### config.mk
export PLATFORM = sky130hd
export DESIGN_NAME = temperature_band_statistics
export DESIGN_NICKNAME = d
export VERILOG_FILES = /design/src/rtl/tbs_pkg.sv /design/src/rtl/temperature_band_statistics.sv /design/src/rtl/tbs_regs.sv /design/src/rtl/tbs_div.sv /design/src/rtl/tbs_dp.sv /design/src/rtl/tbs_ctrl.sv
export VERILOG_INCLUDE_DIRS = /design/src /design/src/rtl
export SDC_FILE = /design/constraint.sdc
export NUM_CORES = 1
export LEC_CHECK = 0
export ABC_AREA = 1
export ABC_CLOCK_PERIOD_IN_PS = 12000
export BUFFER_PORTS_ARGS = -buffer_cell sky130_fd_sc_hd__buf_4
export CORE_ASPECT_RATIO = 0.75
export CORE_MARGIN = 2
export CORE_UTILIZATION = 63
export DETAILED_ROUTE_END_ITERATION = 8
export GPL_TIMING_DRIVEN = 0
export PLACE_DENSITY = 0.86
export SLEW_MARGIN = 10
export SYNTH_ARGS = -nofsm -noshare
export SYNTH_HDL_FRONTEND = slang
export SYNTH_SLANG_ARGS = --single-unit
export TNS_END_PERCENT = 100
### constraint.sdc
create_clock -name i_clk -period 12 [get_ports i_clk]
set_input_delay 1.8 -clock i_clk [delete_from_list [all_inputs] [get_ports i_clk]]
set_output_delay 1.8 -clock i_clk [all_outputs]
set_load 0.01 [all_outputs]
### src/rtl/temperature_band_statistics_macros.svh
// Assertion helpers for the temperature band statistics block.
// Define ASSERT_OFF to compile them out.
`ifndef TEMPERATURE_BAND_STATISTICS_MACROS_SVH
`define TEMPERATURE_BAND_STATISTICS_MACROS_SVH

`ifndef ASSERT_OFF

// same-cycle implication
`define TBS_ASSERT_IMP(lbl, clk, rst_n, ante, cons) \
    lbl: assert property (@(posedge clk) disable iff (!(rst_n)) (ante) |-> (cons)) \
        else $error("tbs: assertion failed");

// next-cycle implication
`define TBS_ASSERT_NXT(lbl, clk, rst_n, ante, cons) \
    lbl: assert property (@(posedge clk) disable iff (!(rst_n)) (ante) |=> (cons)) \
        else $error("tbs: assertion failed");

`else

`define TBS_ASSERT_IMP(lbl, clk, rst_n, ante, cons)
`define TBS_ASSERT_NXT(lbl, clk, rst_n, ante, cons)

`endif

`endif

### src/rtl/tbs_pkg.sv
package tbs_pkg;

    // field widths
    localparam int RD_W      = 16;
    localparam int VAL_W     = 15;
    localparam int CNT_OUT_W = 11;
    localparam int IDX_W     = 10;
    localparam int SUM_W     = 25;

    localparam logic [VAL_W-1:0] VAL_MAX = {VAL_W{1'b1}};
    localparam logic [SUM_W-1:0] SUM_CAP = {SUM_W{1'b1}};

    // register file
    localparam int APB_ADDR_W = 4;
    localparam int APB_DATA_W = 32;

    localparam logic [1:0] REG_WARNING  = 2'd0;
    localparam logic [1:0] REG_CRITICAL = 2'd1;
    localparam logic [1:0] REG_SHUTDOWN = 2'd2;

    localparam logic [VAL_W-1:0] WARNING_RST  = 15'd480;
    localparam logic [VAL_W-1:0] CRITICAL_RST = 15'd720;
    localparam logic [VAL_W-1:0] SHUTDOWN_RST = 15'd960;

    typedef struct packed {
        logic [VAL_W-1:0] warning;
        logic [VAL_W-1:0] critical;
        logic [VAL_W-1:0] shutdown;
    } t_thresh;

    // controller states
    typedef enum logic [1:0] {
        ST_ACCUM,
        ST_START,
        ST_DIV
    } t_state;

    // controller -> datapath
    typedef struct packed {
        logic acc_en;
        logic div_start;
        logic load_out;
    } t_cmd;

    // datapath -> controller
    typedef struct packed {
        logic div_done;
        logic out_free;
    } t_status;

endpackage

### src/rtl/temperature_band_statistics.sv
// Channel   Handshake              Payload
// input     i_valid / o_stall      i_reading, i_batch_end
// output    o_valid / i_stall      o_valid_count ... o_first_critical_value
// config    psel/penable/pwrite    paddr, pwdata, prdata (pready tied high)
//
// Readings are taken one per cycle while a batch is open.
// After the item with i_batch_end, the sum/count divider runs, one quotient bit per
// cycle; the next batch opens once the quotient is final and the output register is free.
// The summary sits in an output register; the next batch streams in while
// it waits. A new summary waits until the previous one is taken.
// Synchronous active-low reset restores 30/45/60 C thresholds, clears the batch.
module temperature_band_statistics #(
    parameter int MAX_READINGS = 1024
) (
    input  logic                              i_clk,
    input  logic                              i_rst_n,
    input  logic                              i_valid,
    output logic                              o_stall,
    input  logic signed [tbs_pkg::RD_W-1:0]   i_reading,
    input  logic                              i_batch_end,
    output logic                              o_valid,
    input  logic                              i_stall,
    output logic [tbs_pkg::CNT_OUT_W-1:0]     o_valid_count,
    output logic [tbs_pkg::CNT_OUT_W-1:0]     o_skip_count,
    output logic [tbs_pkg::VAL_W-1:0]         o_min_reading,
    output logic [tbs_pkg::VAL_W-1:0]         o_max_reading,
    output logic [tbs_pkg::VAL_W-1:0]         o_average_reading,
    output logic [tbs_pkg::CNT_OUT_W-1:0]     o_normal_count,
    output logic [tbs_pkg::CNT_OUT_W-1:0]     o_warning_count,
    output logic [tbs_pkg::CNT_OUT_W-1:0]     o_critical_count,
    output logic [tbs_pkg::CNT_OUT_W-1:0]     o_shutdown_count,
    output logic                              o_first_critical_found,
    output logic [tbs_pkg::IDX_W-1:0]         o_first_critical_index,
    output logic [tbs_pkg::VAL_W-1:0]         o_first_critical_value,
    input  logic                              psel,
    input  logic                              penable,
    input  logic                              pwrite,
    input  logic [tbs_pkg::APB_ADDR_W-1:0]    paddr,
    input  logic [tbs_pkg::APB_DATA_W-1:0]    pwdata,
    output logic [tbs_pkg::APB_DATA_W-1:0]    prdata,
    output logic                              pready
);
    import tbs_pkg::*;

    t_thresh thr;
    t_cmd    cmd;
    t_status status;

    // threshold registers
    tbs_regs u_regs (
        .i_clk   (i_clk),
        .i_rst_n (i_rst_n),
        .psel    (psel),
        .penable (penable),
        .pwrite  (pwrite),
        .paddr   (paddr),
        .pwdata  (pwdata),
        .prdata  (prdata),
        .pready  (pready),
        .o_thr   (thr)
    );

    // sequencer
    tbs_ctrl u_ctrl (
        .i_clk       (i_clk),
        .i_rst_n     (i_rst_n),
        .i_valid     (i_valid),
        .i_batch_end (i_batch_end),
        .i_status    (status),
        .o_stall     (o_stall),
        .o_cmd       (cmd)
    );

    // accumulators, divider, result register
    tbs_dp #(
        .MAX_READINGS (MAX_READINGS)
    ) u_dp (
        .i_clk                  (i_clk),
        .i_rst_n                (i_rst_n),
        .i_reading              (i_reading),
        .i_thr                  (thr),
        .i_cmd                  (cmd),
        .i_stall                (i_stall),
        .o_status               (status),
        .o_valid                (o_valid),
        .o_valid_count          (o_valid_count),
        .o_skip_count           (o_skip_count),
        .o_min_reading          (o_min_reading),
        .o_max_reading          (o_max_reading),
        .o_average_reading      (o_average_reading),
        .o_normal_count         (o_normal_count),
        .o_warning_count        (o_warning_count),
        .o_critical_count       (o_critical_count),
        .o_shutdown_count       (o_shutdown_count),
        .o_first_critical_found (o_first_critical_found),
        .o_first_critical_index (o_first_critical_index),
        .o_first_critical_value (o_first_critical_value)
    );

endmodule

### src/rtl/tbs_regs.sv
module tbs_regs (
    input  logic                              i_clk,
    input  logic                              i_rst_n,
    input  logic                              psel,
    input  logic                              penable,
    input  logic                              pwrite,
    input  logic [tbs_pkg::APB_ADDR_W-1:0]    paddr,
    input  logic [tbs_pkg::APB_DATA_W-1:0]    pwdata,
    output logic [tbs_pkg::APB_DATA_W-1:0]    prdata,
    output logic                              pready,
    output tbs_pkg::t_thresh                  o_thr
);
    import tbs_pkg::*;

    t_thresh          r_thr;
    t_thresh          n_thr;
    logic             wr_en;
    logic [1:0]       reg_sel;

    assign pready  = 1'b1;
    assign wr_en   = psel & penable & pwrite;
    assign reg_sel = paddr[3:2];

    // register writes
    always_comb begin
        n_thr = r_thr;
        if (wr_en) begin
            case (reg_sel)
                REG_WARNING:  n_thr.warning  = pwdata[VAL_W-1:0];
                REG_CRITICAL: n_thr.critical = pwdata[VAL_W-1:0];
                REG_SHUTDOWN: n_thr.shutdown = pwdata[VAL_W-1:0];
                default:      n_thr = r_thr;
            endcase
        end
    end

    always_ff @(posedge i_clk) begin
        if (!i_rst_n) begin
            r_thr.warning  <= WARNING_RST;
            r_thr.critical <= CRITICAL_RST;
            r_thr.shutdown <= SHUTDOWN_RST;
        end else begin
            r_thr <= n_thr;
        end
    end

    // read mux
    always_comb begin
        case (reg_sel)
            REG_WARNING:  prdata = APB_DATA_W'(r_thr.warning);
            REG_CRITICAL: prdata = APB_DATA_W'(r_thr.critical);
            REG_SHUTDOWN: prdata = APB_DATA_W'(r_thr.shutdown);
            default:      prdata = '0;
        endcase
    end

    assign o_thr = r_thr;

endmodule

### src/rtl/tbs_div.sv
module tbs_div #(
    parameter int DEN_W = 11
) (
    input  logic                       i_clk,
    input  logic                       i_rst_n,
    input  logic                       i_start,
    input  logic [tbs_pkg::SUM_W-1:0]  i_num,
    input  logic [DEN_W-1:0]           i_den,
    output logic                       o_busy,
    output logic [tbs_pkg::SUM_W-1:0]  o_quot
);
    import tbs_pkg::*;

    localparam int STEP_W = $clog2(SUM_W + 1);

    logic                r_busy;
    logic                n_busy;
    logic [STEP_W-1:0]   r_step;
    logic [STEP_W-1:0]   n_step;
    logic [SUM_W-1:0]    r_q;
    logic [SUM_W-1:0]    n_q;
    logic [DEN_W-1:0]    r_rem;
    logic [DEN_W-1:0]    n_rem;
    logic [DEN_W-1:0]    r_den;
    logic [DEN_W-1:0]    n_den;
    logic [DEN_W:0]      trial;
    logic                fits;

    // one restoring step per cycle: numerator shifts out, quotient shifts in
    assign trial = {r_rem, r_q[SUM_W-1]};
    assign fits  = trial >= {1'b0, r_den};

    always_comb begin
        n_busy = r_busy;
        n_step = r_step;
        n_q    = r_q;
        n_rem  = r_rem;
        n_den  = r_den;
        if (i_start) begin
            n_busy = 1'b1;
            n_step = STEP_W'(SUM_W);
            n_q    = i_num;
            n_rem  = '0;
            n_den  = i_den;
        end else if (r_busy) begin
            n_q    = {r_q[SUM_W-2:0], fits};
            n_rem  = fits ? DEN_W'(trial - {1'b0, r_den}) : trial[DEN_W-1:0];
            n_step = r_step - STEP_W'(1);
            n_busy = (r_step != STEP_W'(1));
        end
    end

    always_ff @(posedge i_clk) begin
        if (!i_rst_n) begin
            r_busy <= 1'b0;
            r_step <= '0;
        end else begin
            r_busy <= n_busy;
            r_step <= n_step;
        end
    end

    always_ff @(posedge i_clk) begin
        r_q   <= n_q;
        r_rem <= n_rem;
        r_den <= n_den;
    end

    assign o_busy = r_busy;
    assign o_quot = r_q;

endmodule

### src/rtl/tbs_dp.sv
`include "temperature_band_statistics_macros.svh"
module tbs_dp #(
    parameter int MAX_READINGS = 1024
) (
    input  logic                            i_clk,
    input  logic                            i_rst_n,
    input  logic signed [tbs_pkg::RD_W-1:0] i_reading,
    input  tbs_pkg::t_thresh                i_thr,
    input  tbs_pkg::t_cmd                   i_cmd,
    input  logic                            i_stall,
    output tbs_pkg::t_status                o_status,
    output logic                            o_valid,
    output logic [tbs_pkg::CNT_OUT_W-1:0]   o_valid_count,
    output logic [tbs_pkg::CNT_OUT_W-1:0]   o_skip_count,
    output logic [tbs_pkg::VAL_W-1:0]       o_min_reading,
    output logic [tbs_pkg::VAL_W-1:0]       o_max_reading,
    output logic [tbs_pkg::VAL_W-1:0]       o_average_reading,
    output logic [tbs_pkg::CNT_OUT_W-1:0]   o_normal_count,
    output logic [tbs_pkg::CNT_OUT_W-1:0]   o_warning_count,
    output logic [tbs_pkg::CNT_OUT_W-1:0]   o_critical_count,
    output logic [tbs_pkg::CNT_OUT_W-1:0]   o_shutdown_count,
    output logic                            o_first_critical_found,
    output logic [tbs_pkg::IDX_W-1:0]       o_first_critical_index,
    output logic [tbs_pkg::VAL_W-1:0]       o_first_critical_value
);
    import tbs_pkg::*;

    localparam int                CW      = $clog2(MAX_READINGS + 1);
    localparam logic [CW-1:0]     CNT_MAX = CW'(MAX_READINGS);
    localparam logic [CW-1:0]     POS_MAX = CW'(MAX_READINGS - 1);

    // batch accumulators
    logic [CW-1:0]       r_pos,   n_pos;
    logic [CW-1:0]       r_vtot,  n_vtot;
    logic [CW-1:0]       r_etot,  n_etot;
    logic [CW-1:0]       r_band [4];
    logic [CW-1:0]       n_band [4];
    logic [VAL_W-1:0]    r_min,   n_min;
    logic [VAL_W-1:0]    r_max,   n_max;
    logic [SUM_W-1:0]    r_sum,   n_sum;
    logic                r_crit_seen, n_crit_seen;
    logic [IDX_W-1:0]    r_crit_idx,  n_crit_idx;
    logic [VAL_W-1:0]    r_crit_val,  n_crit_val;

    // result register
    logic                r_out_valid, n_out_valid;
    logic [CNT_OUT_W-1:0] r_o_vcnt, r_o_ecnt;
    logic [CNT_OUT_W-1:0] r_o_band [4];
    logic [VAL_W-1:0]    r_o_min, r_o_max, r_o_avg, r_o_cval;
    logic                r_o_cfound;
    logic [IDX_W-1:0]    r_o_cidx;

    logic                is_err;
    logic [VAL_W-1:0]    val;
    logic [3:0]          band_hit;
    logic                ge_warn, ge_crit, ge_shut;
    logic [SUM_W:0]      sum_ext;
    logic [CW-1:0]       pos_clamp;
    logic                div_busy;
    logic [SUM_W-1:0]    quot;
    logic [VAL_W-1:0]    avg;
    logic                out_free;

    function automatic logic [CW-1:0] sat_inc(input logic [CW-1:0] c);
        return (c < CNT_MAX) ? c + CW'(1) : c;
    endfunction

    // band classification, shutdown first
    assign is_err  = i_reading[RD_W-1];
    assign val     = i_reading[VAL_W-1:0];
    assign ge_shut = val >= i_thr.shutdown;
    assign ge_crit = val >= i_thr.critical;
    assign ge_warn = val >= i_thr.warning;
    assign band_hit[3] = ge_shut;
    assign band_hit[2] = !ge_shut && ge_crit;
    assign band_hit[1] = !ge_shut && !ge_crit && ge_warn;
    assign band_hit[0] = !ge_shut && !ge_crit && !ge_warn;

    assign sum_ext   = {1'b0, r_sum} + (SUM_W+1)'(val);
    assign pos_clamp = (r_pos > POS_MAX) ? POS_MAX : r_pos;

    // accumulate one item, or clear once the result is loaded
    always_comb begin
        n_pos       = r_pos;
        n_vtot      = r_vtot;
        n_etot      = r_etot;
        n_band      = r_band;
        n_min       = r_min;
        n_max       = r_max;
        n_sum       = r_sum;
        n_crit_seen = r_crit_seen;
        n_crit_idx  = r_crit_idx;
        n_crit_val  = r_crit_val;
        if (i_cmd.load_out) begin
            n_pos       = '0;
            n_vtot      = '0;
            n_etot      = '0;
            for (int b = 0; b < 4; b++) begin
                n_band[b] = '0;
            end
            n_min       = VAL_MAX;
            n_max       = '0;
            n_sum       = '0;
            n_crit_seen = 1'b0;
            n_crit_idx  = '0;
            n_crit_val  = '0;
        end else if (i_cmd.acc_en) begin
            n_pos = sat_inc(r_pos);
            if (is_err) begin
                n_etot = sat_inc(r_etot);
            end else begin
                for (int b = 0; b < 4; b++) begin
                    if (band_hit[b]) begin
                        n_band[b] = sat_inc(r_band[b]);
                    end
                end
                n_vtot = sat_inc(r_vtot);
                if (val < r_min) begin
                    n_min = val;
                end
                if (val > r_max) begin
                    n_max = val;
                end
                n_sum = sum_ext[SUM_W] ? SUM_CAP : sum_ext[SUM_W-1:0];
                if (!r_crit_seen && ge_crit) begin
                    n_crit_seen = 1'b1;
                    n_crit_idx  = IDX_W'(pos_clamp);
                    n_crit_val  = val;
                end
            end
        end
    end

    always_ff @(posedge i_clk) begin
        if (!i_rst_n) begin
            r_pos       <= '0;
            r_vtot      <= '0;
            r_etot      <= '0;
            for (int b = 0; b < 4; b++) begin
                r_band[b] <= '0;
            end
            r_min       <= VAL_MAX;
            r_max       <= '0;
            r_sum       <= '0;
            r_crit_seen <= 1'b0;
            r_crit_idx  <= '0;
            r_crit_val  <= '0;
        end else begin
            r_pos       <= n_pos;
            r_vtot      <= n_vtot;
            r_etot      <= n_etot;
            r_band      <= n_band;
            r_min       <= n_min;
            r_max       <= n_max;
            r_sum       <= n_sum;
            r_crit_seen <= n_crit_seen;
            r_crit_idx  <= n_crit_idx;
            r_crit_val  <= n_crit_val;
        end
    end

    // average: sum / valid count
    tbs_div #(
        .DEN_W (CW)
    ) u_div (
        .i_clk   (i_clk),
        .i_rst_n (i_rst_n),
        .i_start (i_cmd.div_start),
        .i_num   (r_sum),
        .i_den   (r_vtot),
        .o_busy  (div_busy),
        .o_quot  (quot)
    );

    assign avg = (quot > SUM_W'(VAL_MAX)) ? VAL_MAX : quot[VAL_W-1:0];

    // result register, free when empty or being taken
    assign out_free = !r_out_valid || !i_stall;

    always_comb begin
        n_out_valid = r_out_valid;
        if (i_cmd.load_out) begin
            n_out_valid = 1'b1;
        end else if (r_out_valid && !i_stall) begin
            n_out_valid = 1'b0;
        end
    end

    always_ff @(posedge i_clk) begin
        if (!i_rst_n) begin
            r_out_valid <= 1'b0;
        end else begin
            r_out_valid <= n_out_valid;
        end
    end

    always_ff @(posedge i_clk) begin
        if (i_cmd.load_out) begin
            r_o_vcnt   <= CNT_OUT_W'(r_vtot);
            r_o_ecnt   <= CNT_OUT_W'(r_etot);
            for (int b = 0; b < 4; b++) begin
                r_o_band[b] <= CNT_OUT_W'(r_band[b]);
            end
            r_o_min    <= (r_vtot == '0) ? '0 : r_min;
            r_o_max    <= (r_vtot == '0) ? '0 : r_max;
            r_o_avg    <= (r_vtot == '0) ? '0 : avg;
            r_o_cfound <= r_crit_seen;
            r_o_cidx   <= r_crit_idx;
            r_o_cval   <= r_crit_val;
        end
    end

    assign o_status.div_done = !div_busy;
    assign o_status.out_free = out_free;

    assign o_valid                = r_out_valid;
    assign o_valid_count          = r_o_vcnt;
    assign o_skip_count           = r_o_ecnt;
    assign o_min_reading          = r_o_min;
    assign o_max_reading          = r_o_max;
    assign o_average_reading      = r_o_avg;
    assign o_normal_count         = r_o_band[0];
    assign o_warning_count        = r_o_band[1];
    assign o_critical_count       = r_o_band[2];
    assign o_shutdown_count       = r_o_band[3];
    assign o_first_critical_found = r_o_cfound;
    assign o_first_critical_index = r_o_cidx;
    assign o_first_critical_value = r_o_cval;

    // accumulators hold still while the divider works
    `TBS_ASSERT_IMP(a_acc_not_dividing, i_clk, i_rst_n, i_cmd.acc_en, !div_busy)
    // a pending result is never overwritten, and the quotient is final
    `TBS_ASSERT_IMP(a_load_safe, i_clk, i_rst_n, i_cmd.load_out, out_free && !div_busy)
    // loading the result starts a fresh batch
    `TBS_ASSERT_NXT(a_load_clears, i_clk, i_rst_n, i_cmd.load_out,
                    r_out_valid && r_vtot == '0 && r_pos == '0)
    // no valid reading means no max, no sum, no critical capture
    `TBS_ASSERT_IMP(a_empty_batch, i_clk, i_rst_n, r_vtot == '0,
                    r_max == '0 && r_sum == '0 && !r_crit_seen)

endmodule

### src/rtl/tbs_ctrl.sv
module tbs_ctrl (
    input  logic              i_clk,
    input  logic              i_rst_n,
    input  logic              i_valid,
    input  logic              i_batch_end,
    input  tbs_pkg::t_status  i_status,
    output logic              o_stall,
    output tbs_pkg::t_cmd     o_cmd
);
    import tbs_pkg::*;

    t_state r_state;
    t_state n_state;

    always_ff @(posedge i_clk) begin
        if (!i_rst_n) begin
            r_state <= ST_ACCUM;
        end else begin
            r_state <= n_state;
        end
    end

    // next state and commands
    always_comb begin
        n_state = r_state;
        o_stall = 1'b1;
        o_cmd   = '0;
        case (r_state)
            ST_ACCUM: begin
                o_stall      = 1'b0;
                o_cmd.acc_en = i_valid;
                if (i_valid && i_batch_end) begin
                    n_state = ST_START;
                end
            end
            ST_START: begin
                o_cmd.div_start = 1'b1;
                n_state         = ST_DIV;
            end
            ST_DIV: begin
                if (i_status.div_done && i_status.out_free) begin
                    o_cmd.load_out = 1'b1;
                    n_state        = ST_ACCUM;
                end
            end
            default: begin
                n_state = ST_ACCUM;
            end
        endcase
    end

endmodule
**Word-level counts from Yosys, hierarchy flattened**

Memory sizes are Yosys's and may differ from the RTL's.
Cells that the tools add are included.

- Register bits after elaboration: 352
- RAM bits: 44
- Word-level logic and storage cells: 130
- Memories: 1

- Add/subtract/negate cells: 10
- Order comparisons: 15
- Equality and inequality tests: 7
- Multiplexer cells: 23
- Bitwise operators: 4
- Reduce and logical (&&, ||, !) cells: 38

Memory list:

| name | depth | bits a word | read ports | clocked after Yosys merged registers in | wr ports | RTL line | text |
|---|---|---|---|---|---|---|---|
| u_dp.r_o_band | 4 | 11 | 4 | 0 | 4 | tbs_dp.sv:48 | `logic [CNT_OUT_W-1:0] r_o_band [4];` |

Operator list:

| kind | count |
|---|---|
| $add 11x1->11 const B | 7 |
| $lt 11x11->1 const B | 7 |
| $mux 25 | 3 |
| $ge 15x15->1 | 3 |
| $pmux 15 s3 | 1 |
| $add 25x15->26 | 1 |
| $gt 25x15->1 const B | 1 |
| $reduce_and 4->1 | 4 |
| $gt 15x15->1 | 1 |
| $lt 15x15->1 | 1 |
| $mux 15 | 1 |
| $reduce_and 3->1 | 5 |
| $ge 12x11->1 | 1 |
| $reduce_and 2->1 | 6 |
| $gt 11x10->1 const B | 1 |
| $logic_not 11->1 | 1 |
| $mux 1 | 11 |
| $mux 11 | 1 |
| $sub 11x11->11 | 1 |
| $mux 10 | 1 |
| $mux 5 | 2 |
| $logic_and 1x1->1 | 8 |
| $logic_not 1->1 | 7 |
| $pmux 2 s3 | 1 |
| other kinds (12) | 21 |

**Longest topological paths before layout**

Gate-level depths: netlist of the first run.

- Depth in word-level cells: 7
- Mapped depth: 16
- Gate-level depth less buffers: 15

**By module**

A second synthesis of the first run with hierarchy kept.

- Cell total of the unflattened synthesis: 2424
- Area total of the unflattened synthesis: 19854.0 um^2

Modules (own cells, without submodules):

| module | times used | cells an instance | area each (um^2) | sequential area each (um^2) |
|---|---|---|---|---|
| tbs_dp | 1 | 1693 | 14471.4 | 7297.0 |
| tbs_div | 1 | 373 | 2997.9 | 1421.4 |
| tbs_regs | 1 | 341 | 2275.9 | 900.9 |
| tbs_ctrl | 1 | 17 | 108.9 | 40.0 |

**Worst setup path after synthesis of the first run**

No wires, ideal clock.

- Path type: input to register
- Start point: input i_stall
- End point: register u_dp.r_vtot[5]
- Library setup time: 0.115 ns
- Arrival: 8.678 ns
- Setup slack: 3.208 ns
- Cell stages on the path: 8
- Cell sequence: nand2_1 -> nand2_1 -> nor2_1 -> nor2_2 -> inv_2 -> buf_1 -> a21oi_1 -> o21a_1

- Word-level cells in the longest chain between the ends: 6

RTL lines:

| what | RTL line | text |
|---|---|---|
| start, declared | temperature_band_statistics.sv:22 | `input logic i_stall,` |
| $logic_not 1->1 | tbs_dp.sv:178 | `assign out_free = !r_out_valid \|\| !i_stall;` |
| $logic_or 1x1->1 | tbs_dp.sv:178 |  |
| $logic_and 1x1->1 | tbs_ctrl.sv:41 | `if (i_status.div_done && i_status.out_free) begin` |
| $mux 1 | tbs_ctrl.sv:41 |  |
| $mux 1 | tbs_ctrl.sv:28 | `case (r_state)` |
| $reduce_or 2->1 (no line) | -- |  |
| end signal, assigned | tbs_dp.sv:150 | `r_vtot <= n_vtot;` |
| end, declared | tbs_dp.sv:34 | `logic [CW-1:0] r_vtot, n_vtot;` |

No other way between the ends.
A chain may end at the register's enable or synchronous reset.

**Final worst setup path of the first run**

- Start point: input paddr[3] (netlist name)
- End point: output prdata[3] (netlist name)

- Word-level cells in the longest chain between the ends: 2
- Elaborated cells on any way between the ends: 4
- Classes of those cells: eq/ne: 2; mux: 1; reduce/logical: 1

RTL lines:

| what | RTL line | text |
|---|---|---|
| start, declared | temperature_band_statistics.sv:38 | `input logic [tbs_pkg::APB_ADDR_W-1:0] paddr,` |
| $eq 2x2->1, or another cell as far along | tbs_regs.sv:49 | `case (reg_sel)` |
| $pmux 15 s3 * | tbs_regs.sv:49 |  |
| end, declared | temperature_band_statistics.sv:40 | `output logic [tbs_pkg::APB_DATA_W-1:0] prdata,` |

Every way passes the cells marked *; elsewhere a longest branch is shown, timed or not.

==> flow_summary.ini, run 1 <==
[run_status]
status = finished clean

[clocking]
path_clk_slew_ns = 0.06
cts_buffer_depth = 3
cts_tree = done
post_cts_buffers = 0
numCtsBuffers = 38
ctsResizeCount = 0
ctsHoldBuffers = 0
clk_latency_ns = 0.53
cts_root_buf = clkbuf_16
cts_max_level = 2
cts_sinks = 396

[floorplanning]
start_util_pct = 63.9
die_h_um = 153
dieArea_um2 = 30800
die_w_um = 202
num_io_pins = 232
core-area_um2 = 29100
rows = 54

[drt]
wl_met3_mm = 5.00
drc_errors = 0
firstDrtPassIters = 6
viasPerCell = 5.71
ant_nets = 0
wl_per_cell_um = 17.5
vias = 15994
drt_wl_total_mm = 49.0
top_layer_used = met4
first_iter_violations = 1531
wl_met2_mm = 21.9
m1WireLength_mm = 20.0

[setup_path]
critPathCaptureType = output pin
critPathRequiredTime_ns = 10.20
critPathMaxFanout = 10
worstSetupStartpointType = primary input
arrival_ns = 3.49
worstSetupPathType = in -> out

[timing]
rsz0062_at_grt = no
period_share_pct = 44.0
setup_ws_ns = 6.71
fmax_mhz = 189
hold_viol_final = 0
slew_violations = 0
worst_pin_slew_ns = 0.991
skew_ns = 0.0129
setup_viol = 0
slew_headroom_pct = 33.9
fin_setup_tns_ns = 0
fin_crit_ns = 5.29

[final_layout]
area_growth_pct = 18.7
drive_gt1_share_pct = 13.5
multi_input_area_um2 = 7490
nFillCells = 2000
fin_nets = 2550
seq_area_um2 = 9660

[synth]
synth_top_area_share_pct = 28.0
postSynthCellCount = 2123
synth_cell_types = 49
async_flop_share_pct = 0
ys_ff_latch = 396
ys_seq_area_share_pct = 52.1
syn_area_um2 = 18600
ys.flop_type = dfxtp_1
ys_warn_count = 0
yosys-top-cells-area = edfxtp_1 28%, dfxtp_1 24%, nand2_1 7.7%
synth_area_leader_cell = edfxtp_1
avgSynthCellArea_um2 = 8.74
synthTopCellsByCount = 380 x nand2_1, 277 x inv_1, 223 x dfxtp_1
synth_edf_count = 173
synth_most_common_cell = nand2_1

[placement]
place_congestion = 0.960
dp_slack_ns = 6.89
dpl.hpwl_mm = 35.1
io_buffers = 194

[global_route]
grt_max_degree = 32
grt_pass1_vias = 15269
grt_remaining_overflow = 0
grt_pass1_wl_mm = 77.2
grt_antenna_before_repair = 1
grt_use_total_pct = 31.2

[pwr]
power_density_nw_per_um2 = 145
leakage_nw = 9.64
ir_drop_uv = 134

[min_path]
hold_path_class = reg -> reg

[job]
cap_violations = 0
-- cell type report --
cell class,instances,share of cell area (%)
Sequential cell,396,43.9
Buffer,80,1.83
Multi-Input combinational cell,1377,34.0
Tap cell,392,2.23
Clock inverter,11,0.722
Antenna cell,1,0.0114
Timing Repair Buffer,199,7.05
Inverter,286,4.89
Clock buffer,59,5.43
-- final timing paths --
| path | start | end | slack (ns) | depth (start not counted) |
|---|---|---|---|---|
| worst min-delay path | u_dp.r_crit_val[7]$_SDFFE_PP0P_ | u_dp.o_first_critical_value[7]$_DFFE_PP_ | 0.44 | 0 |
| worst min register to register | u_dp.r_crit_val[7]$_SDFFE_PP0P_ | u_dp.o_first_critical_value[7]$_DFFE_PP_ | 0.44 | 0 |
| worst max-delay path | paddr[3] | prdata[3] | 6.71 | 7 |
| worst max register to register | u_dp.u_div.o_busy$_SDFF_PN0_ | u_dp.r_vtot[5]$_SDFFE_PP0P_ | 9.25 | 9 |
-- flip-flops by register name, summed over array words and instances (netlist names), 15 cells and up --
signal	flops
u_dp.o_max_reading	15
u_dp.r_max	15
u_dp.r_crit_val	15
u_dp.o_first_critical_value	15
u_dp.o_min_reading	15
u_dp.r_o_band	44
u_dp.o_average_reading	15
u_regs.o_thr	45
u_dp.u_div.o_quot	25
u_dp.r_sum	25
u_dp.r_band	44
u_dp.r_min	15
-- per-stage QoR --
| step | std cells | instance area (um2) | hold WS (ns) | total power, mW | util, % |
|---|---|---|---|---|---|
| after floorplan | 2139 | 18600 | 0.403 | 1.79 | - |
| after global placement | 2725 | 20600 | 0.408 | 1.90 | 70.8 |
| after detailed placement | 2730 | 20700 | 0.412 | 1.92 | 71.1 |
| after CTS | 2800 | 22000 | 0.429 | 3.19 | 75.8 |
| after global routing | 2800 | 22000 | 0.436 | 3.30 | 75.8 |
| final | 2801 | 22000 | 0.435 | 3.19 | 75.8 |
-- routing by layer --
layer / vias up / track usage [%]
met5: - / 0
met4: 0 / 13.0
met3: 161 / 7.46
met2: 762 / 49.7
met1: 7465 / 41.2
li1: 7606 / -
-- cells by family after synthesis --
| family | synth area share [%] |
|---|---|
| AND/OR/NAND/NOR | 18.2 |
| other | 0.0405 |
| XOR/XNOR | 1.70 |
| AO/OA/AOI/OAI | 12.3 |
| flip-flops | 52.1 |
| adder cells (fa/ha/maj) | 7.64 |
| buffers and inverters | 7.97 |
-- power breakdown --
group / internal [mW] / switching [mW]
clock network: 0.774 / 0.508
logic: 0.145 / 0.269
registers: 1.46 / 0.0322
total: 2.38 / 0.809
-- placed cells by master, fill, tap and decap left out, types with 106 or more instances in the layout --
cell / instances
a21oi_1: 180
buf_4: 217
dfxtp_1: 223
edfxtp_1: 173
ha_1: 110
inv_1: 277
nand2_1: 380
nand3_1: 106
nor2_1: 195
o21ai_0: 181
-- worst max-delay path, stage by stage --
cell and delay (ns):
buf_4 0.09, inv_1 0.06, nor2_1 0.48, clkbuf_1 0.57, nand2_1 0.15, o221ai_1 0.15
buf_4 0.18
(Power assumes the default switching activity.)
==> run 2: changes to the inputs <==
--- a/config.mk
+++ b/config.mk
@@ -7,14 +7,14 @@
 export NUM_CORES = 1
 export LEC_CHECK = 0
 export ABC_AREA = 1
-export ABC_CLOCK_PERIOD_IN_PS = 12000
+export ABC_CLOCK_PERIOD_IN_PS = 5300
 export BUFFER_PORTS_ARGS = -buffer_cell sky130_fd_sc_hd__buf_4
 export CORE_ASPECT_RATIO = 0.75
 export CORE_MARGIN = 2
-export CORE_UTILIZATION = 63
+export CORE_UTILIZATION = 58
 export DETAILED_ROUTE_END_ITERATION = 8
 export GPL_TIMING_DRIVEN = 0
-export PLACE_DENSITY = 0.86
+export PLACE_DENSITY = 0.8
 export SLEW_MARGIN = 10
 export SYNTH_ARGS = -nofsm -noshare
 export SYNTH_HDL_FRONTEND = slang
==> constraint.sdc (replaced) <==
create_clock -name i_clk -period 5.3 [get_ports i_clk]
set_input_delay 0.795 -clock i_clk [delete_from_list [all_inputs] [get_ports i_clk]]
set_output_delay 0.795 -clock i_clk [all_outputs]
set_load 0.01 [all_outputs]
==> run 2 against run 1 <==
  * Clock-buffer cell count fell by 6
  * Largest cell class unchanged
  * Sequential power increased by 130%
  * Utilization fell by 5.7 points
  * Largest power group unchanged
  * Power up 130%
  * Register-to-register slack lost 6.6 ns
  * Die area up 8.4%
==> flow_summary.ini, run 2 (synthesized netlist as in run 1, its figures left out) <==
[floorplanning]
die_h_um = 159
core-area_um2 = 31400
rows = 56
dieArea_um2 = 33400
start_util_pct = 59.1
die_w_um = 211
num_io_pins = 232

[final_layout]
finish.utilization_pct = 70.1
final_cell_mix = 380 x nand2_1, 277 x inv_1, 223 x dfxtp_1, 216 x buf_4, 195 x nor2_1
layout_commonest_cell = nand2_1
drive_gt1_share_pct = 13.5
stdcell_count = 2815
nFillCells = 2389
antennaDiodeCount = 0
largest_register_ffs = 45
fin_nets = 2551
area_growth_pct = 18.6

[timing]
hold_viol_final = 0
skew_ns = 0.0317
fin_crit_ns = 3.38
fmax_mhz = 296
period_share_pct = 63.7
setup_viol = 0
slew_violations = 0
slew_headroom_pct = 34.8
worst_pin_slew_ns = 0.974
rsz0062_at_grt = no
fin_setup_tns_ns = 0

[placement]
place_inst = 2743
place_congestion = 0.936
dpl.hpwl_mm = 35.0
io_buffers = 194

[global_route]
grt_remaining_overflow = 0
grt_pass1_vias = 14789
grt_pass1_wl_mm = 76.2
grt_use_total_pct = 28.5
grt_antenna_before_repair = 0
grt_max_degree = 32

[clocking]
cts_max_level = 2
cts_buffer_depth = 3
numCtsBuffers = 40
path_clk_slew_ns = 0.06
post_cts_buffers = 0
cts_tree = done
clk_latency_ns = 0.55
cts_sinks = 396
ctsResizeCount = 0
ctsHoldBuffers = 0
cts_root_buf = clkbuf_16

[pwr]
leakage_nw = 9.62
power_density_nw_per_um2 = 327
ir_drop_uv = 250
total_power_mw = 7.19

[setup_path]
r2r-start = u_dp.u_div.o_busy$_SDFF_PN0_
worstSetupStartpointType = primary input
critPathRequiredTime_ns = 4.51
crit_chain = buf_4 -> nor2_1 -> clkbuf_1 -> nand2_1 -> o221ai_1 -> buf_4
cp_top_family = buffers and inverters
critPathCaptureType = output pin
arrival_ns = 2.58
reg2reg_depth = 9
rrSetupSlack_ns = 2.66
crit-reg2reg-capture = u_dp.r_etot[6]$_SDFFE_PP0P_
cp_num_buf_inv = 3
slowest_stage = clkbuf_1
critPathMaxFanout = 10
cpPeakStageDelay_ns = 0.59
worst_path_most_repeated_cell = buf_4
worstSetupPathType = in -> out

[drt]
first_iter_violations = 1387
drt_wl_total_mm = 47.9
wl_per_cell_um = 17.0
viasPerCell = 5.53
vias = 15577
ant_nets = 0
firstDrtPassIters = 6
drc_errors = 0

[min_path]
hold_path_class = reg -> reg
min-delay-start = u_dp.r_crit_idx[8]$_SDFFE_PP0P_
holdPathEnd = u_dp.o_first_critical_index[8]$_DFFE_PP_
whs_path_depth = 0

[job]
cap_violations = 0

[run_status]
status = finished clean
run 2: worst max path at each step:
stage	start	endpoint	slack [ns]	cells after the start
3_5_place_dp	paddr[2]	prdata[3]	2.08	6
6_report	paddr[2]	prdata[4]	1.92	6
4_1_cts	paddr[2]	prdata[3]	2.06	6
2_1_floorplan	i_stall	u_dp.r_vtot[5]$_SDFFE_PP0P_	1.43	8
5_1_grt	paddr[3]	prdata[3]	1.95	7
3_3_place_gp	i_stall	u_dp.r_vtot[5]$_SDFFE_PP0P_	-0.11	9
run 2: power breakdown:
group          switching [mW]  internal, mW
combinational           0.598         0.325
clock                    1.18          1.70
sequential             0.0719          3.31
total                    1.85          5.33
run 2: metrics by stage:
| step | cell area [um2] | hold WS, ns | setup WS (ns) |
|---|---|---|---|
| 5_1_grt | 22000 | 0.435 | 1.95 |
| 3_5_place_dp | 20700 | 0.412 | 2.08 |
| 4_1_cts | 22000 | 0.429 | 2.06 |
| 3_3_place_gp | 20600 | 0.409 | -0.109 |
| 2_1_floorplan | 18600 | 0.403 | 1.43 |
| 6_report | 22000 | 0.427 | 1.92 |
run 2: area by class of cell:
class / instances / area, um2 / share of cell area, %
timing repair buffer: 198 / 1540 / 6.99
sequential: 396 / 9660 / 43.9
multi-input combinational: 1377 / 7490 / 34.0
tap: 406 / 508 / 2.31
clock buffer: 53 / 1090 / 4.96
buffer: 80 / 403 / 1.83
clock inverter: 19 / 233 / 1.06
inverter: 286 / 1080 / 4.89
run 2: metal layers:
metal | vias up | routed length (um) | track usage (%)
met5 | - | 0 | 0
met4 | 0 | 1390 | 9.54
met3 | 108 | 4190 | 6.59
met2 | 601 | 21800 | 45.1
met1 | 7266 | 20500 | 38.6
li1 | 7602 | - | -
==> run 3: changes to the inputs <==
--- a/config.mk
+++ b/config.mk
@@ -7,7 +7,7 @@
 export NUM_CORES = 1
 export LEC_CHECK = 0
 export ABC_AREA = 1
-export ABC_CLOCK_PERIOD_IN_PS = 5300
+export ABC_CLOCK_PERIOD_IN_PS = 3400
 export BUFFER_PORTS_ARGS = -buffer_cell sky130_fd_sc_hd__buf_4
 export CORE_ASPECT_RATIO = 0.75
 export CORE_MARGIN = 2
==> constraint.sdc (replaced) <==
create_clock -name i_clk -period 3.4 [get_ports i_clk]
set_input_delay 0.51 -clock i_clk [delete_from_list [all_inputs] [get_ports i_clk]]
set_output_delay 0.51 -clock i_clk [all_outputs]
set_load 0.01 [all_outputs]
==> run 3 against run 2 <==
  * Clock-buffer cell count grew 4
  * Sequential share of layout area is essentially flat
  * Die area is the same
  * Critical endpoint is now prdata[3]
==> flow_summary.ini, run 3 (synthesized netlist as in run 1, its figures left out) <==
[setup_path]
worst_path_most_repeated_cell = buf_4
cpPeakStageDelay_ns = 0.57
critPathRequiredTime_ns = 2.89
crit_chain = buf_4 -> inv_1 -> nor2_1 -> clkbuf_1 -> nand2_1 -> o221ai_1 -> buf_4
critPathMaxFanout = 10
critPathCaptureType = output pin
worstSetupPathType = in -> out
arrival_ns = 2.24
slowest_stage = nor2_1
worstSetupStartpointType = primary input
reg2reg_depth = 10
crit-reg2reg-capture = u_dp.u_div.r_rem[9]$_SDFFE_PP0P_
rrSetupSlack_ns = 0.78
r2r-start = u_dp.u_div.o_quot[24]$_DFFE_PP_

[drt]
vias = 15619
drt_wl_total_mm = 48.8
wl_per_cell_um = 17.3
firstDrtPassIters = 8
first_iter_violations = 1507
drc_errors = 0
ant_nets = 0
viasPerCell = 5.55

[global_route]
grt_antenna_before_repair = 1
grt_pass1_vias = 14931
grt_max_degree = 34
grt_use_total_pct = 28.9
grt_remaining_overflow = 0
grt_pass1_wl_mm = 76.7

[clocking]
numCtsBuffers = 39
ctsResizeCount = 0
cts_tree = done
cts_max_level = 2
cts_root_buf = clkbuf_16
cts_sinks = 396
ctsHoldBuffers = 0
path_clk_slew_ns = 0.06
cts_buffer_depth = 3
post_cts_buffers = 0
clk_latency_ns = 0.55

[timing]
slew_headroom_pct = 32.7
rsz0062_at_grt = no
fmax_mhz = 364
skew_ns = 0.0200
setup_viol = 0
setup_ws_ns = 0.652
period_share_pct = 80.8
fin_hold_ws_ns = 0.207
fin_crit_ns = 2.75
worst_pin_slew_ns = 1.01
hold_viol_final = 0
slew_violations = 0

[final_layout]
final_cell_mix = 378 x nand2_1, 277 x inv_1, 223 x dfxtp_1, 216 x buf_4, 195 x nor2_1
area_growth_pct = 18.6
fin_nets = 2551
largest_register_ffs = 45
seq_area_um2 = 9660
finish.utilization_pct = 70.1
layout_commonest_cell = nand2_1
multi_input_area_um2 = 7520
stdcell_count = 2816
nFillCells = 2440
drive_gt1_share_pct = 14.1

[floorplanning]
dieArea_um2 = 33400
start_util_pct = 59.1
die_w_um = 211
core-area_um2 = 31400
rows = 56
num_io_pins = 232
die_h_um = 159

[placement]
io_buffers = 194
dpl.hpwl_mm = 35.7
dp_slack_ns = 0.518
place_inst = 2744
place_congestion = 0.936

[min_path]
min-delay-start = pwdata[7]
whs_path_depth = 3
holdPathEnd = u_regs.o_thr[7]$_SDFFE_PN1P_
hold_path_class = in -> reg

[run_status]
status = finished clean

[pwr]
ir_drop_uv = 472
power_density_nw_per_um2 = 501
total_power_mw = 11.0
leakage_nw = 9.65

[job]
cap_violations = 0
==> run 3: changes by cell type in the layout (fill, tap and decap cells not counted), moves of 4 or more <==
cell        previous run  this run
clkbuf_2               1         5
clkinvlp_4             4         0
buf_1                  5         1
clkbuf_4               0         4
clkbuf_8               2         8
clkbuf_1              52        44
==> run 3: power by group <==
part	switching, mW	internal (mW)
sequential	0.116	5.16
clock	1.84	2.46
combinational	0.942	0.514
==> run 3: critical path: cells and delay by family <==
kind                   cells  cell delay (ns)
and+or+nand+nor            2             0.68
buffers and inverters      4             0.89
AOI/OAI and AO/OA          1             0.15
==> run 3: worst max path at each step <==
stage,slack (ns),cells past startpoint,from,end
floorplan,-0.1,8,i_stall,u_dp.r_vtot[5]$_SDFFE_PP0P_
global placement,-1.43,9,i_stall,u_dp.r_max[4]$_SDFFE_PP0P_
detailed placement,0.52,11,i_reading[8],u_dp.r_sum[14]$_SDFFE_PP0P_
CTS,0.76,7,paddr[3],prdata[3]
global route,0.56,10,u_dp.u_div.o_quot[24]$_DFFE_PP_,u_dp.u_div.r_rem[9]$_SDFFE_PP0P_
finish,0.65,7,paddr[3],prdata[3]
==> run 3: cell type report <==
type | instances | area share (%)
tap | 406 | 2.31
multi-input combinational | 1377 | 34.2
clock inverter | 14 | 0.597
buffer | 80 | 2.01
sequential | 396 | 43.9
inverter | 286 | 4.89
antenna | 1 | 0.0114
timing repair buffer | 199 | 7.00
clock buffer | 57 | 5.12
==> run 3: per-layer routing <==
layer	global-route usage [%]	routed length, um	part of all wire, %	up-vias
met5	0	0	0	-
met4	9.15	1310	2.7	0
met3	5.87	3860	7.9	94
met2	47.4	22800	47	593
met1	38.5	20800	43	7340
li1	-	-	-	7592
==> run 3: per-stage QoR <==
stage               area, um2  TNS (ns)
finish                  22000         0
global route            22000         0
CTS                     22000         0
detailed placement      20700         0
global placement        20700   -289.01
floorplan               18700     -7.73
